$ cat src/rtl/tlf_pkg.sv
`default_nettype none

package tlf_pkg;

    // Character codes that steer the folding.
    localparam logic [7:0] CH_TAB     = 8'd9;
    localparam logic [7:0] CH_NEWLINE = 8'd10;
    localparam logic [7:0] CH_BLANK   = 8'd32;

    // Sequencer states.
    typedef enum logic [2:0] {
        ST_IDLE,
        ST_FILL,
        ST_EMIT_RD,
        ST_EMIT_WR,
        ST_EMIT_NL,
        ST_MOVE_RD,
        ST_MOVE_WR
    } state_t;

    // Commands from the controller to the datapath.
    typedef struct packed {
        logic accept;     // take the request on the input ports
        logic fill_step;  // store one blank of a tab
        logic emit_rd;    // read the line store at the emit index
        logic emit_load;  // put the read byte into the output register
        logic nl_load;    // put the closing newline into the output register
        logic move_rd;    // read the byte to be moved to the front
        logic move_wr;    // write the moved byte at the column
    } cmd_t;

    // Status from the datapath to the controller.
    typedef struct packed {
        logic in_eoi;
        logic in_tab;
        logic in_nl;
        logic line_empty;
        logic col_full;      // column plus one reaches the line width
        logic fill_end;      // this blank ends the tab
        logic emit_last;     // emit index is at the last byte of the line
        logic move_last;     // move source is at the end of the store
        logic move_pending;  // a fold left a remainder to move
        logic out_free;      // output register can take a byte this cycle
    } status_t;

endpackage

`default_nettype wire

$ cat src/rtl/tlf_ctrl.sv
`default_nettype none

module tlf_ctrl (
    input  wire logic             clk,
    input  wire logic             rst_n,
    input  wire logic             in_valid,
    output logic                  in_stall,
    input  wire tlf_pkg::status_t status,
    output tlf_pkg::cmd_t         cmd
);

    tlf_pkg::state_t state_reg;
    tlf_pkg::state_t state_next;

    always_ff @(posedge clk or negedge rst_n)
    begin
        if (!rst_n)
        begin
            state_reg <= tlf_pkg::ST_IDLE;
        end
        else
        begin
            state_reg <= state_next;
        end
    end

    always_comb
    begin
        state_next = state_reg;
        cmd        = '0;
        in_stall   = 1'b1;
        case (state_reg)
            tlf_pkg::ST_IDLE:
            begin
                in_stall = 1'b0;
                if (in_valid)
                begin
                    cmd.accept = 1'b1;
                    if (status.in_eoi || status.in_nl)
                    begin
                        if (!status.line_empty)
                        begin
                            state_next = tlf_pkg::ST_EMIT_RD;
                        end
                    end
                    else if (status.in_tab)
                    begin
                        state_next = tlf_pkg::ST_FILL;
                    end
                    else if (status.col_full)
                    begin
                        state_next = tlf_pkg::ST_EMIT_RD;
                    end
                end
            end
            tlf_pkg::ST_FILL:
            begin
                cmd.fill_step = 1'b1;
                if (status.col_full)
                begin
                    state_next = tlf_pkg::ST_EMIT_RD;
                end
                else if (status.fill_end)
                begin
                    state_next = tlf_pkg::ST_IDLE;
                end
            end
            tlf_pkg::ST_EMIT_RD:
            begin
                cmd.emit_rd = 1'b1;
                state_next  = tlf_pkg::ST_EMIT_WR;
            end
            tlf_pkg::ST_EMIT_WR:
            begin
                if (status.out_free)
                begin
                    cmd.emit_load = 1'b1;
                    state_next    = status.emit_last ? tlf_pkg::ST_EMIT_NL
                                                     : tlf_pkg::ST_EMIT_RD;
                end
            end
            tlf_pkg::ST_EMIT_NL:
            begin
                if (status.out_free)
                begin
                    cmd.nl_load = 1'b1;
                    state_next  = status.move_pending ? tlf_pkg::ST_MOVE_RD
                                                      : tlf_pkg::ST_IDLE;
                end
            end
            tlf_pkg::ST_MOVE_RD:
            begin
                cmd.move_rd = 1'b1;
                state_next  = tlf_pkg::ST_MOVE_WR;
            end
            tlf_pkg::ST_MOVE_WR:
            begin
                cmd.move_wr = 1'b1;
                state_next  = status.move_last ? tlf_pkg::ST_IDLE
                                               : tlf_pkg::ST_MOVE_RD;
            end
            default:
            begin
                state_next = tlf_pkg::ST_IDLE;
            end
        endcase
    end

endmodule

`default_nettype wire

$ cat src/rtl/tlf_datapath.sv
`default_nettype none

module tlf_datapath #(
    parameter int LINE_WIDTH = 32,
    parameter int TAB_STEP   = 8
) (
    input  wire logic          clk,
    input  wire logic          rst_n,
    input  wire logic [7:0]    in_char,
    input  wire logic          end_of_input,
    output logic               out_valid,
    input  wire logic          out_stall,
    output logic [7:0]         out_char,
    output logic               last,
    input  wire tlf_pkg::cmd_t cmd,
    output tlf_pkg::status_t   status
);

    localparam int COL_W  = $clog2(LINE_WIDTH + 1);
    localparam int ADDR_W = $clog2(LINE_WIDTH);
    localparam int PH_W   = (TAB_STEP > 1) ? $clog2(TAB_STEP) : 1;

    localparam logic [COL_W-1:0]  LW_C      = COL_W'(LINE_WIDTH);
    localparam logic [COL_W-1:0]  LW_LAST_C = COL_W'(LINE_WIDTH - 1);
    localparam logic [ADDR_W-1:0] LB_TOP_C  = ADDR_W'(LINE_WIDTH - 1);
    localparam logic [PH_W-1:0]   PH_LAST_C = PH_W'(TAB_STEP - 1);

    logic [7:0] mem [LINE_WIDTH];
    logic [7:0] rd_data_reg;

    logic [COL_W-1:0]  col_reg, col_next;
    logic [PH_W-1:0]   phase_reg, phase_next;
    logic [ADDR_W-1:0] lb_reg, lb_next;
    logic              lb_valid_reg, lb_valid_next;
    logic [COL_W-1:0]  len_reg, len_next;
    logic [COL_W-1:0]  idx_reg, idx_next;
    logic              move_reg, move_next;
    logic              out_valid_reg, out_valid_next;
    logic [7:0]        out_char_reg, out_char_next;
    logic              last_reg, last_next;

    logic              is_eoi, is_tab, is_nl, is_char;
    logic [COL_W-1:0]  col_inc;
    logic [PH_W-1:0]   phase_inc;
    logic              wr_en;
    logic [7:0]        wr_data;
    logic              rd_en;
    logic              lb_hit;
    logic [ADDR_W-1:0] lb_eff;
    logic              lb_eff_valid;
    logic              fold_move;

    assign is_eoi    = end_of_input;
    assign is_tab    = !end_of_input && (in_char == tlf_pkg::CH_TAB);
    assign is_nl     = !end_of_input && (in_char == tlf_pkg::CH_NEWLINE);
    assign is_char   = !is_eoi && !is_tab && !is_nl;
    assign col_inc   = col_reg + COL_W'(1);
    assign phase_inc = (phase_reg == PH_LAST_C) ? '0 : phase_reg + PH_W'(1);

    assign wr_en   = (cmd.accept && is_char) || cmd.fill_step || cmd.move_wr;
    assign wr_data = cmd.fill_step ? tlf_pkg::CH_BLANK
                   : cmd.move_wr   ? rd_data_reg
                                   : in_char;
    assign rd_en   = cmd.emit_rd || cmd.move_rd;

    // The written byte becomes the last blank of the line unless it sits at index 0.
    assign lb_hit       = wr_en && (wr_data == tlf_pkg::CH_BLANK) && (col_reg != '0);
    assign lb_eff       = lb_hit ? col_reg[ADDR_W-1:0] : lb_reg;
    assign lb_eff_valid = lb_hit || lb_valid_reg;
    assign fold_move    = lb_eff_valid && (lb_eff != LB_TOP_C);

    always_ff @(posedge clk)
    begin
        if (wr_en)
        begin
            mem[col_reg[ADDR_W-1:0]] <= wr_data;
        end
        if (rd_en)
        begin
            rd_data_reg <= mem[idx_reg[ADDR_W-1:0]];
        end
    end

    always_comb
    begin
        col_next       = col_reg;
        phase_next     = phase_reg;
        lb_next        = lb_reg;
        lb_valid_next  = lb_valid_reg;
        len_next       = len_reg;
        idx_next       = idx_reg;
        move_next      = move_reg;
        out_char_next  = out_char_reg;
        last_next      = last_reg;
        out_valid_next = out_valid_reg && out_stall;

        if (cmd.accept && (is_eoi || is_nl))
        begin
            len_next      = col_reg;
            idx_next      = '0;
            col_next      = '0;
            phase_next    = '0;
            lb_valid_next = 1'b0;
            move_next     = 1'b0;
        end

        if ((cmd.accept && is_char) || cmd.fill_step || cmd.move_wr)
        begin
            if (col_inc == LW_C)
            begin
                // Full: a char folds at an earlier last blank; all else emits whole.
                if (cmd.accept && fold_move)
                begin
                    len_next  = COL_W'(lb_eff) + COL_W'(1);
                    move_next = 1'b1;
                end
                else
                begin
                    len_next  = LW_C;
                    move_next = 1'b0;
                end
                idx_next      = '0;
                col_next      = '0;
                phase_next    = '0;
                lb_valid_next = 1'b0;
            end
            else
            begin
                col_next      = col_inc;
                phase_next    = phase_inc;
                lb_next       = lb_eff;
                lb_valid_next = lb_eff_valid;
            end
        end

        if (cmd.move_wr)
        begin
            idx_next = idx_reg + COL_W'(1);
        end

        if (cmd.emit_load)
        begin
            out_valid_next = 1'b1;
            out_char_next  = rd_data_reg;
            last_next      = 1'b0;
            idx_next       = idx_reg + COL_W'(1);
        end

        if (cmd.nl_load)
        begin
            out_valid_next = 1'b1;
            out_char_next  = tlf_pkg::CH_NEWLINE;
            last_next      = 1'b1;
            // The remainder starts right after the fold point.
            idx_next       = len_reg;
        end
    end

    always_ff @(posedge clk or negedge rst_n)
    begin
        if (!rst_n)
        begin
            col_reg       <= '0;
            phase_reg     <= '0;
            lb_valid_reg  <= 1'b0;
            move_reg      <= 1'b0;
            out_valid_reg <= 1'b0;
        end
        else
        begin
            col_reg       <= col_next;
            phase_reg     <= phase_next;
            lb_valid_reg  <= lb_valid_next;
            move_reg      <= move_next;
            out_valid_reg <= out_valid_next;
        end
    end

    always_ff @(posedge clk)
    begin
        lb_reg       <= lb_next;
        len_reg      <= len_next;
        idx_reg      <= idx_next;
        out_char_reg <= out_char_next;
        last_reg     <= last_next;
    end

    always_comb
    begin
        status.in_eoi       = is_eoi;
        status.in_tab       = is_tab;
        status.in_nl        = is_nl;
        status.line_empty   = (col_reg == '0);
        status.col_full     = (col_inc == LW_C);
        status.fill_end     = (col_inc == LW_C) || (phase_inc == '0);
        status.emit_last    = (idx_reg == len_reg - COL_W'(1));
        status.move_last    = (idx_reg == LW_LAST_C);
        status.move_pending = move_reg;
        status.out_free     = !out_valid_reg || !out_stall;
    end

    assign out_valid = out_valid_reg;
    assign out_char  = out_char_reg;
    assign last      = last_reg;

endmodule

`default_nettype wire

$ cat src/rtl/text_line_folder_top.sv
// Text line folder. Each input request carries one character byte, or an
// end-of-input mark, and the block folds the stream into lines of at most
// LINE_WIDTH characters, expanding tabs to blanks up to the next TAB_STEP stop.
// Both channels use valid and stall; a request moves at a rising edge where
// valid is high and stall is low. Output requests carry one byte each, and
// last is high on the final byte (always a newline) that an input caused.
// Inputs that only extend the line produce no output at all.
// A tab stores blanks one by one up to the next stop or the end of the line.
// A line leaves with one line store read and one output load per byte, then
// the newline. A fold that leaves characters behind then copies them to the
// front, one read and one write each through the single line store port pair.
// The input stalls while a tab is filled or a line is emitted or moved. When the
// receiver stalls, the output register holds its byte and the sequencer waits.
// Reset clears the column, clears the output valid and returns to idle; the
// line store itself is not cleared, since only written entries are read.
`default_nettype none

module text_line_folder_top #(
    parameter int LINE_WIDTH = 32,
    parameter int TAB_STEP   = 8
) (
    input  wire logic       clk,
    input  wire logic       rst_n,
    input  wire logic       in_valid,
    output logic            in_stall,
    input  wire logic [7:0] in_char,
    input  wire logic       end_of_input,
    output logic            out_valid,
    input  wire logic       out_stall,
    output logic [7:0]      out_char,
    output logic            last
);

    tlf_pkg::cmd_t    cmd;
    tlf_pkg::status_t status;

    // Sequencer: decides the work for each input and paces the output.
    tlf_ctrl u_ctrl (
        .clk      (clk),
        .rst_n    (rst_n),
        .in_valid (in_valid),
        .in_stall (in_stall),
        .status   (status),
        .cmd      (cmd)
    );

    // Line store, column tracking and the output register.
    tlf_datapath #(
        .LINE_WIDTH (LINE_WIDTH),
        .TAB_STEP   (TAB_STEP)
    ) u_datapath (
        .clk          (clk),
        .rst_n        (rst_n),
        .in_char      (in_char),
        .end_of_input (end_of_input),
        .out_valid    (out_valid),
        .out_stall    (out_stall),
        .out_char     (out_char),
        .last         (last),
        .cmd          (cmd),
        .status       (status)
    );

endmodule

`default_nettype wire
$ cat config.mk
export PLATFORM = sky130hd
export DESIGN_NAME = text_line_folder_top
export DESIGN_NICKNAME = d
export VERILOG_FILES = /design/src/rtl/tlf_pkg.sv /design/src/rtl/tlf_ctrl.sv /design/src/rtl/tlf_datapath.sv /design/src/rtl/text_line_folder_top.sv
export SDC_FILE = /design/constraint.sdc
export NUM_CORES = 1
export LEC_CHECK = 0
export ABC_AREA = 1
export BUFFER_PORTS_ARGS = -buffer_cell sky130_fd_sc_hd__buf_2
export CELL_PAD_IN_SITES_DETAIL_PLACEMENT = 0
export CELL_PAD_IN_SITES_GLOBAL_PLACEMENT = 1
export CORE_MARGIN = 2
export CORE_UTILIZATION = 25
export CTS_BUF_LIST = sky130_fd_sc_hd__clkbuf_4 sky130_fd_sc_hd__clkbuf_8
export DETAILED_ROUTE_END_ITERATION = 8
export HOLD_SLACK_MARGIN = 0.05
export PLACE_DENSITY = 0.49
export SETUP_SLACK_MARGIN = 0.15
export SKIP_LAST_GASP = 1
export SLEW_MARGIN = 20
export SYNTH_ARGS = -nofsm -noshare
export SYNTH_HDL_FRONTEND = slang
export SYNTH_SLANG_ARGS = --single-unit
$ cat constraint.sdc
create_clock -name clk -period 3.99 [get_ports clk]
set_input_delay 1.197 -clock clk [delete_from_list [all_inputs] [get_ports clk]]
set_output_delay 1.197 -clock clk [all_outputs]
set_load 0.005 [all_outputs]
Yosys cells after proc, flatten, opt, wreduce, memory -nomap -nowiden:

Memories as Yosys holds them, arrays and structs flattened. A register that Yosys moved wholly into a read port is not among the register bits.
Index checks and enable logic that the tools add are counted.

* flip-flop bits (word level): 41
* memory bits (writable): 256
* bits of input ports: 13
* output and inout bits: 11
* logic and storage cells: 122
* memories kept: 1

* add/sub/neg operators: 5
* eq/ne operators: 20
* mux-type cells: 54
* bitwise logic cells: 1
* reduce and logical (&&, ||, !) cells: 30

Memory list
* u_datapath.mem: words 32, width 8, rd ports 1, clocked after memory_dff 1, wr ports 1, RTL line tlf_datapath.sv:28 `logic [7:0] mem [LINE_WIDTH];`

Operators with widths (number)
* two-way mux 6 bit: 13
* two-way mux 3 bit: 16
* two-way mux 1 bit: 21
* case mux 3 bit (7 select lines): 1
* == test 8 x 4 -> 1 bit (second input constant): 2
* two-way mux 8 bit: 2
* adder 6 x 1 -> 6 bit (second input constant): 2
* == test 3 bit (second input constant): 4
* logical AND 1 bit: 11
* == test 8 x 6 -> 1 bit (second input constant): 1
* logical OR 1 bit: 7
* adder 5 x 1 -> 6 bit (second input constant): 1
* == test 3 x 2 -> 1 bit (second input constant): 2
* == test 6 x 5 -> 1 bit (second input constant): 1
* == test 6 bit: 1
* == test 6 bit (second input constant): 1
* logical NOT 3 bit: 2
* logical NOT 6 bit: 1
* inequality test 2 bit (second input constant): 3
* inequality test 3 bit (second input constant): 2
* AND reduction 6 bit: 1
* nonzero test 6 bit: 1
* subtractor 6 x 1 -> 6 bit (second input constant): 1
* logical NOT 1 bit: 5
* 8 further kinds: 8

Longest topological paths before layout:

* word-level depth: 17
* gate-level depth with buffers: 22
* gate-level depth less buffers: 21

Cells and area by module:

A second synthesis with hierarchy kept.

* cells, all modules: 1182
* area, all modules: 13040.0 um^2

Modules (own cells, without submodules)
* tlf_datapath: instances 1, cells an instance 1110, area an instance 12682.2 um^2, seq. area each 8798.4 um^2
* tlf_ctrl: instances 1, cells an instance 72, area an instance 357.8 um^2, seq. area each 75.1 um^2

Least setup slack after synthesis:

Ideal clock, no wire load.

* path type: input to register
* start point: in in_char[6]
* end point: reg u_datapath.len_reg[5]
* setup time: 124 ps
* data arrival time: 3308 ps
* required time: 3866 ps
* slack: 558 ps
* stages: 18
* buffers on the path: 0
* cells stage by stage: nand3_1 > nand2_1 > nor2_2 > nand2_2 > nor2_8 > nand2_4 > nand2_1 > nand2_1 > ha_1 > nand2_1 > nor2_1 > ha_1 > nor2_1 > nand3_1 > nor2_2 > nand2_1 > nand2_1 > a21oi_1

* elaborated cells on any way between the ends: 28
* those cells by class: add/sub (1); eq/ne (4); mux (7); reduce/logical (16)

RTL lines
* start: declaration: RTL line text_line_folder_top.sv:26 `input wire logic [7:0] in_char,`
* two-way mux 8 bit *: RTL line tlf_datapath.sv:62 `: cmd.move_wr ? rd_data_reg`
* two-way mux 8 bit *: RTL line tlf_datapath.sv:61 `assign wr_data = cmd.fill_step ? tlf_pkg::CH_BLANK`
* net u_datapath.wr_data[6]: RTL line tlf_datapath.sv:46 `logic [7:0] wr_data;`
* == test 8 x 6 -> 1 bit *: RTL line tlf_datapath.sv:67 `assign lb_hit = wr_en && (wr_data == tlf_pkg::CH_BLANK) && (col_reg != '0);`
* logical AND 1 bit * (2 in a row): RTL line tlf_datapath.sv:67
* two-way mux 5 bit *: RTL line tlf_datapath.sv:68 `assign lb_eff = lb_hit ? col_reg[ADDR_W-1:0] : lb_reg;`
* net u_datapath.lb_eff[1]: RTL line tlf_datapath.sv:49 `logic [ADDR_W-1:0] lb_eff;`
* parallel branches: the longest is 3 deep, another holds adder 5 x 1 -> 6 bit
* two-way mux 6 bit *: RTL line tlf_datapath.sv:112 `if (cmd.accept && fold_move)`
* two-way mux 6 bit *: RTL line tlf_datapath.sv:109 `if (col_inc == LW_C)`
* two-way mux 6 bit *: RTL line tlf_datapath.sv:107 `if ((cmd.accept && is_char) || cmd.fill_step || cmd.move_wr)`
* net u_datapath.len_next[5]: RTL line tlf_datapath.sv:35 `logic [COL_W-1:0] len_reg, len_next;`
* end signal: assignment: RTL line tlf_datapath.sv:182 `len_reg <= len_next;`
* end: declaration: RTL line tlf_datapath.sv:35

Mark *: on every way through the listed nets, which the timed path passes.
A chain may end at the register's enable or synchronous reset.

Final worst setup path:

* start point: reg u_ctrl.state_reg[0]
* end point: reg u_datapath.len_reg[5]

* longest elaborated chain between the ends: 14
* elaborated cells on any way between the ends: 25
* those cells by class: add/sub (1); eq/ne (4); mux (10); reduce/logical (10)

Ends and longest elaborated chain
* start: declaration: RTL line tlf_ctrl.sv:12 `tlf_pkg::state_t state_reg;`
* start signal: assignment: RTL line tlf_ctrl.sv:19 `state_reg <= tlf_pkg::ST_IDLE;`
* start signal: assignment: RTL line tlf_ctrl.sv:23 `state_reg <= state_next;`
* == test 3 bit or logical NOT 3 bit (tied branches): RTL line tlf_ctrl.sv:32 `case (state_reg)`
* two-way mux 1 bit: RTL line tlf_ctrl.sv:32
* two-way mux 8 bit or logical AND 1 bit (tied branches): RTL line tlf_datapath.sv:62, tlf_datapath.sv:60
* two-way mux 8 bit or logical OR 1 bit (tied branches): RTL line tlf_datapath.sv:61, tlf_datapath.sv:60
* == test 8 x 6 -> 1 bit or logical OR 1 bit (tied branches): RTL line tlf_datapath.sv:67, tlf_datapath.sv:60
* logical AND 1 bit * (2 in a row): RTL line tlf_datapath.sv:67
* two-way mux 5 bit *: RTL line tlf_datapath.sv:68
* net u_datapath.lb_eff[1]: RTL line tlf_datapath.sv:49
* parallel branches: the longest is 3 deep, another holds adder 5 x 1 -> 6 bit
* two-way mux 6 bit *: RTL line tlf_datapath.sv:112
* two-way mux 6 bit *: RTL line tlf_datapath.sv:109
* two-way mux 6 bit *: RTL line tlf_datapath.sv:107
* net u_datapath.len_next[5]: RTL line tlf_datapath.sv:35

Marks and branches as above.

==> reports/qor.yml <==
outcome:
  status: "complete, no violations"
logic_synthesis:
  yosys_warnings: 0
  synthArstFlopShare_pct: 4.918
  yosysTopAreaCellShare_pct: 62.56
  yosys.cell_count.top_type: "edfxtp_1"
  synth_area_leaders: "edfxtp_1 (63%), o21ai_0 (6.8%), nor2_1 (6.6%)"
  avgSynthCellArea_um2: 11.23
  netlist-cell-type-count: 40
  synth_common_cells: "edfxtp_1 (269), nor2_1 (228), o21ai_0 (175), nand2_1 (116), o22ai_1 (82)"
  ys_ff_latch: 305
  syn_inst: 1150
  yosysTopAreaCell: "edfxtp_1"
  syn_nets: 1173
  netlist_area_um2: 12910
  synthFlopType: "edfxtp_1"
  synth-edff-count: 269
  synth_seq_area_share_pct: 68.73
grt:
  grt_pass1_vias: 8827
  grt_max_degree: 132
  grt-busiest-layer: "met2"
  grtUsageTotal_pct: 14.30
  use_met3_pct: 2.707
  gr-usage-met2_pct: 22.76
  overflow: 0
  use_met1_pct: 19.71
  antenna_found_initial: 2
  grt_pass1_wl_um: 56660
sta:
  period_needed_ns: 3.200
  hold_ws_ns: 0.4451
  hold_viol: 0
  tightestPinTransition_ns: 0.6419
  tns_ns: 0
  finalClockSkew_ns: 0.02786
  grt_setup_unrepaired: "no"
  slew_violations: 0
  setup_viol: 0
  timing.fmax_mhz: 312.5
  slew-limit-headroom_pct: 57.10
  period_share_pct: 80.20
cts:
  clk_path_buf_depth: 3
  cts_buffers: 54
  clock_sinks: 305
  clk_pin_slew_ns: 0.06
  postCtsHoldBufs: 0
  htreeDepth: 2
  cts_tree: "yes"
  clockRootBuffer: "clkbuf_8"
  postCtsSetupRepairBufs: 0
  clk_latency_ns: 0.63
  cts_resized: 0
worst_setup_path:
  cp.arrival_ns: 3.72
  regToRegSetupSlack_ns: 0.79
  cp_max_fo: 11
  start_kind: "register"
  crit_required_ns: 4.51
  worstReg2RegStart: "u_ctrl.state_reg[0]"
  crit_start: "u_ctrl.state_reg[0]"
  r2r_cells: 20
  worstReg2RegEnd: "u_datapath.len_reg[5]"
  criticalPathCategory: "register to register"
  end_kind: "register"
floorplanning:
  rows: 83
  die_w_um: 231.3
  die_area_um2: 53480
  core_area_um2: 51200
  fp.dieH_um: 231.3
  ios: 24
  start_util_pct: 25.22
pwr:
  peakVddDrop_v: 0.0003058
  p_per_area_nw_per_um2: 691.1
  p_leak_nw: 5.380
cells_and_area:
  syn_to_final_growth_pct: 17.64
  drive_gt1_share_pct: 15.26
  fin_cells: 1946
  largest_reg_flops: 256
  utilization_pct: 29.67
  fin_nets: 1247
  multiInputGateArea_um2: 3561
  regArea_um2: 8879
  fill_cells: 5339
placed_design:
  io_buffers: 23
  gp_congestion: 0.7643
  hpwlAfterDp_um: 22610
  place_inst: 1848
routing:
  viasPerCell: 4.588
  first_pass_iters: 5
  drt_iter0_markers: 574
  drt_wl_total_um: 37880
  ant_nets: 0
  drc_errors: 0
  vias: 8929
  wl_per_cell_um: 19.47
worst_hold_path:
  worstHoldStart: "u_datapath.last"
  hp-class: "register to register"
  whs_path_depth: 2
  holdPathEnd: "u_datapath.last"
run:
  drv_cap: 0
## worst max-delay path, cell delays in order, from the launching register on
cell and delay [ns]:
dfrtp_1 0.48, inv_2 0.14, nand3_2 0.21, inv_1 0.23
nand2_1 0.09, nand3_1 0.09, nand2_1 0.13, a21oi_4 0.23
nand2_4 0.13, nand2_1 0.08, nand2_1 0.10, ha_1 0.24
nand2_1 0.09, nor2_1 0.05, ha_1 0.17, nor2_1 0.10
nand3_1 0.09, nor2_2 0.28, nand2_1 0.08, nand2_1 0.06
a21oi_1 0.04
## per-layer routing
| metal | routed length, um | up-vias |
|---|---|---|
| met3 | 1238 | 62 |
| li1 | - | 4270 |
| met1 | 18360 | 4443 |
| met5 | 0 | - |
| met4 | 816 | 0 |
| met2 | 17470 | 154 |
## report_power, final
part	internal, W	switching, W	total [W]
Clock	0.00165	0.00131	0.00296
Combinational	0.000934	0.00239	0.00333
Sequential	0.00399	0.000220	0.00421
Total	0.00657	0.00392	0.0105
## worst max path at each step
stage,cells past startpoint,to,slack [ns]
2_1_floorplan,18,u_datapath.len_reg[5],0.56
3_3_place_gp,21,u_datapath.len_reg[5],0.28
3_5_place_dp,21,u_datapath.len_reg[5],0.22
4_1_cts,20,u_datapath.len_reg[5],0.76
5_1_grt,20,u_datapath.len_reg[5],0.37
6_report,20,u_datapath.len_reg[5],0.79
## per-stage QoR
stage | cell area (um2) | worst slack [ns] | total power, W
global route | 15190 | 0.3695 | 0.01117
floorplan | 12910 | 0.5585 | 0.006237
detailed placement | 14090 | 0.2232 | 0.007658
CTS | 15190 | 0.7601 | 0.01066
global placement | 14090 | 0.2775 | 0.007663
finish | 15190 | 0.7900 | 0.01050
## cells in the final DEF, fill, tap and decap left out, types with 9 or more instances in the layout
master,count
a21oi_1,11
buf_2,23
buf_4,50
clkbuf_4,17
clkbuf_8,59
clkinv_1,11
dfrtp_1,15
dfxtp_1,19
edfxtp_1,269
ha_1,10
inv_1,59
nand2_1,116
nand3_1,29
nor2_1,228
o211ai_1,9
o21ai_0,175
o22ai_1,82
## final cells by class
type | count | share of cell area, %
Tap cell | 680 | 5.602
Timing Repair Buffer | 76 | 3.625
Multi-Input combinational cell | 721 | 23.45
Clock buffer | 76 | 6.187
Inverter | 66 | 1.648
Antenna cell | 1 | 0.01648
Clock inverter | 21 | 1.022
Sequential cell | 305 | 58.46
## cells by family (layout without fill, tap and decap cells)
family,count (synthesis),after routing,share of synthesized area [%]
compound gates,296,296,12.85
xor+xnor,11,11,0.7463
fa+ha+maj,10,10,0.9691
buf+inv,124,239,3.692
flops,305,305,68.73
other cells,0,1,0
simple gates,404,404,13.01
Note: power is estimated with default switching activity, not from simulation.
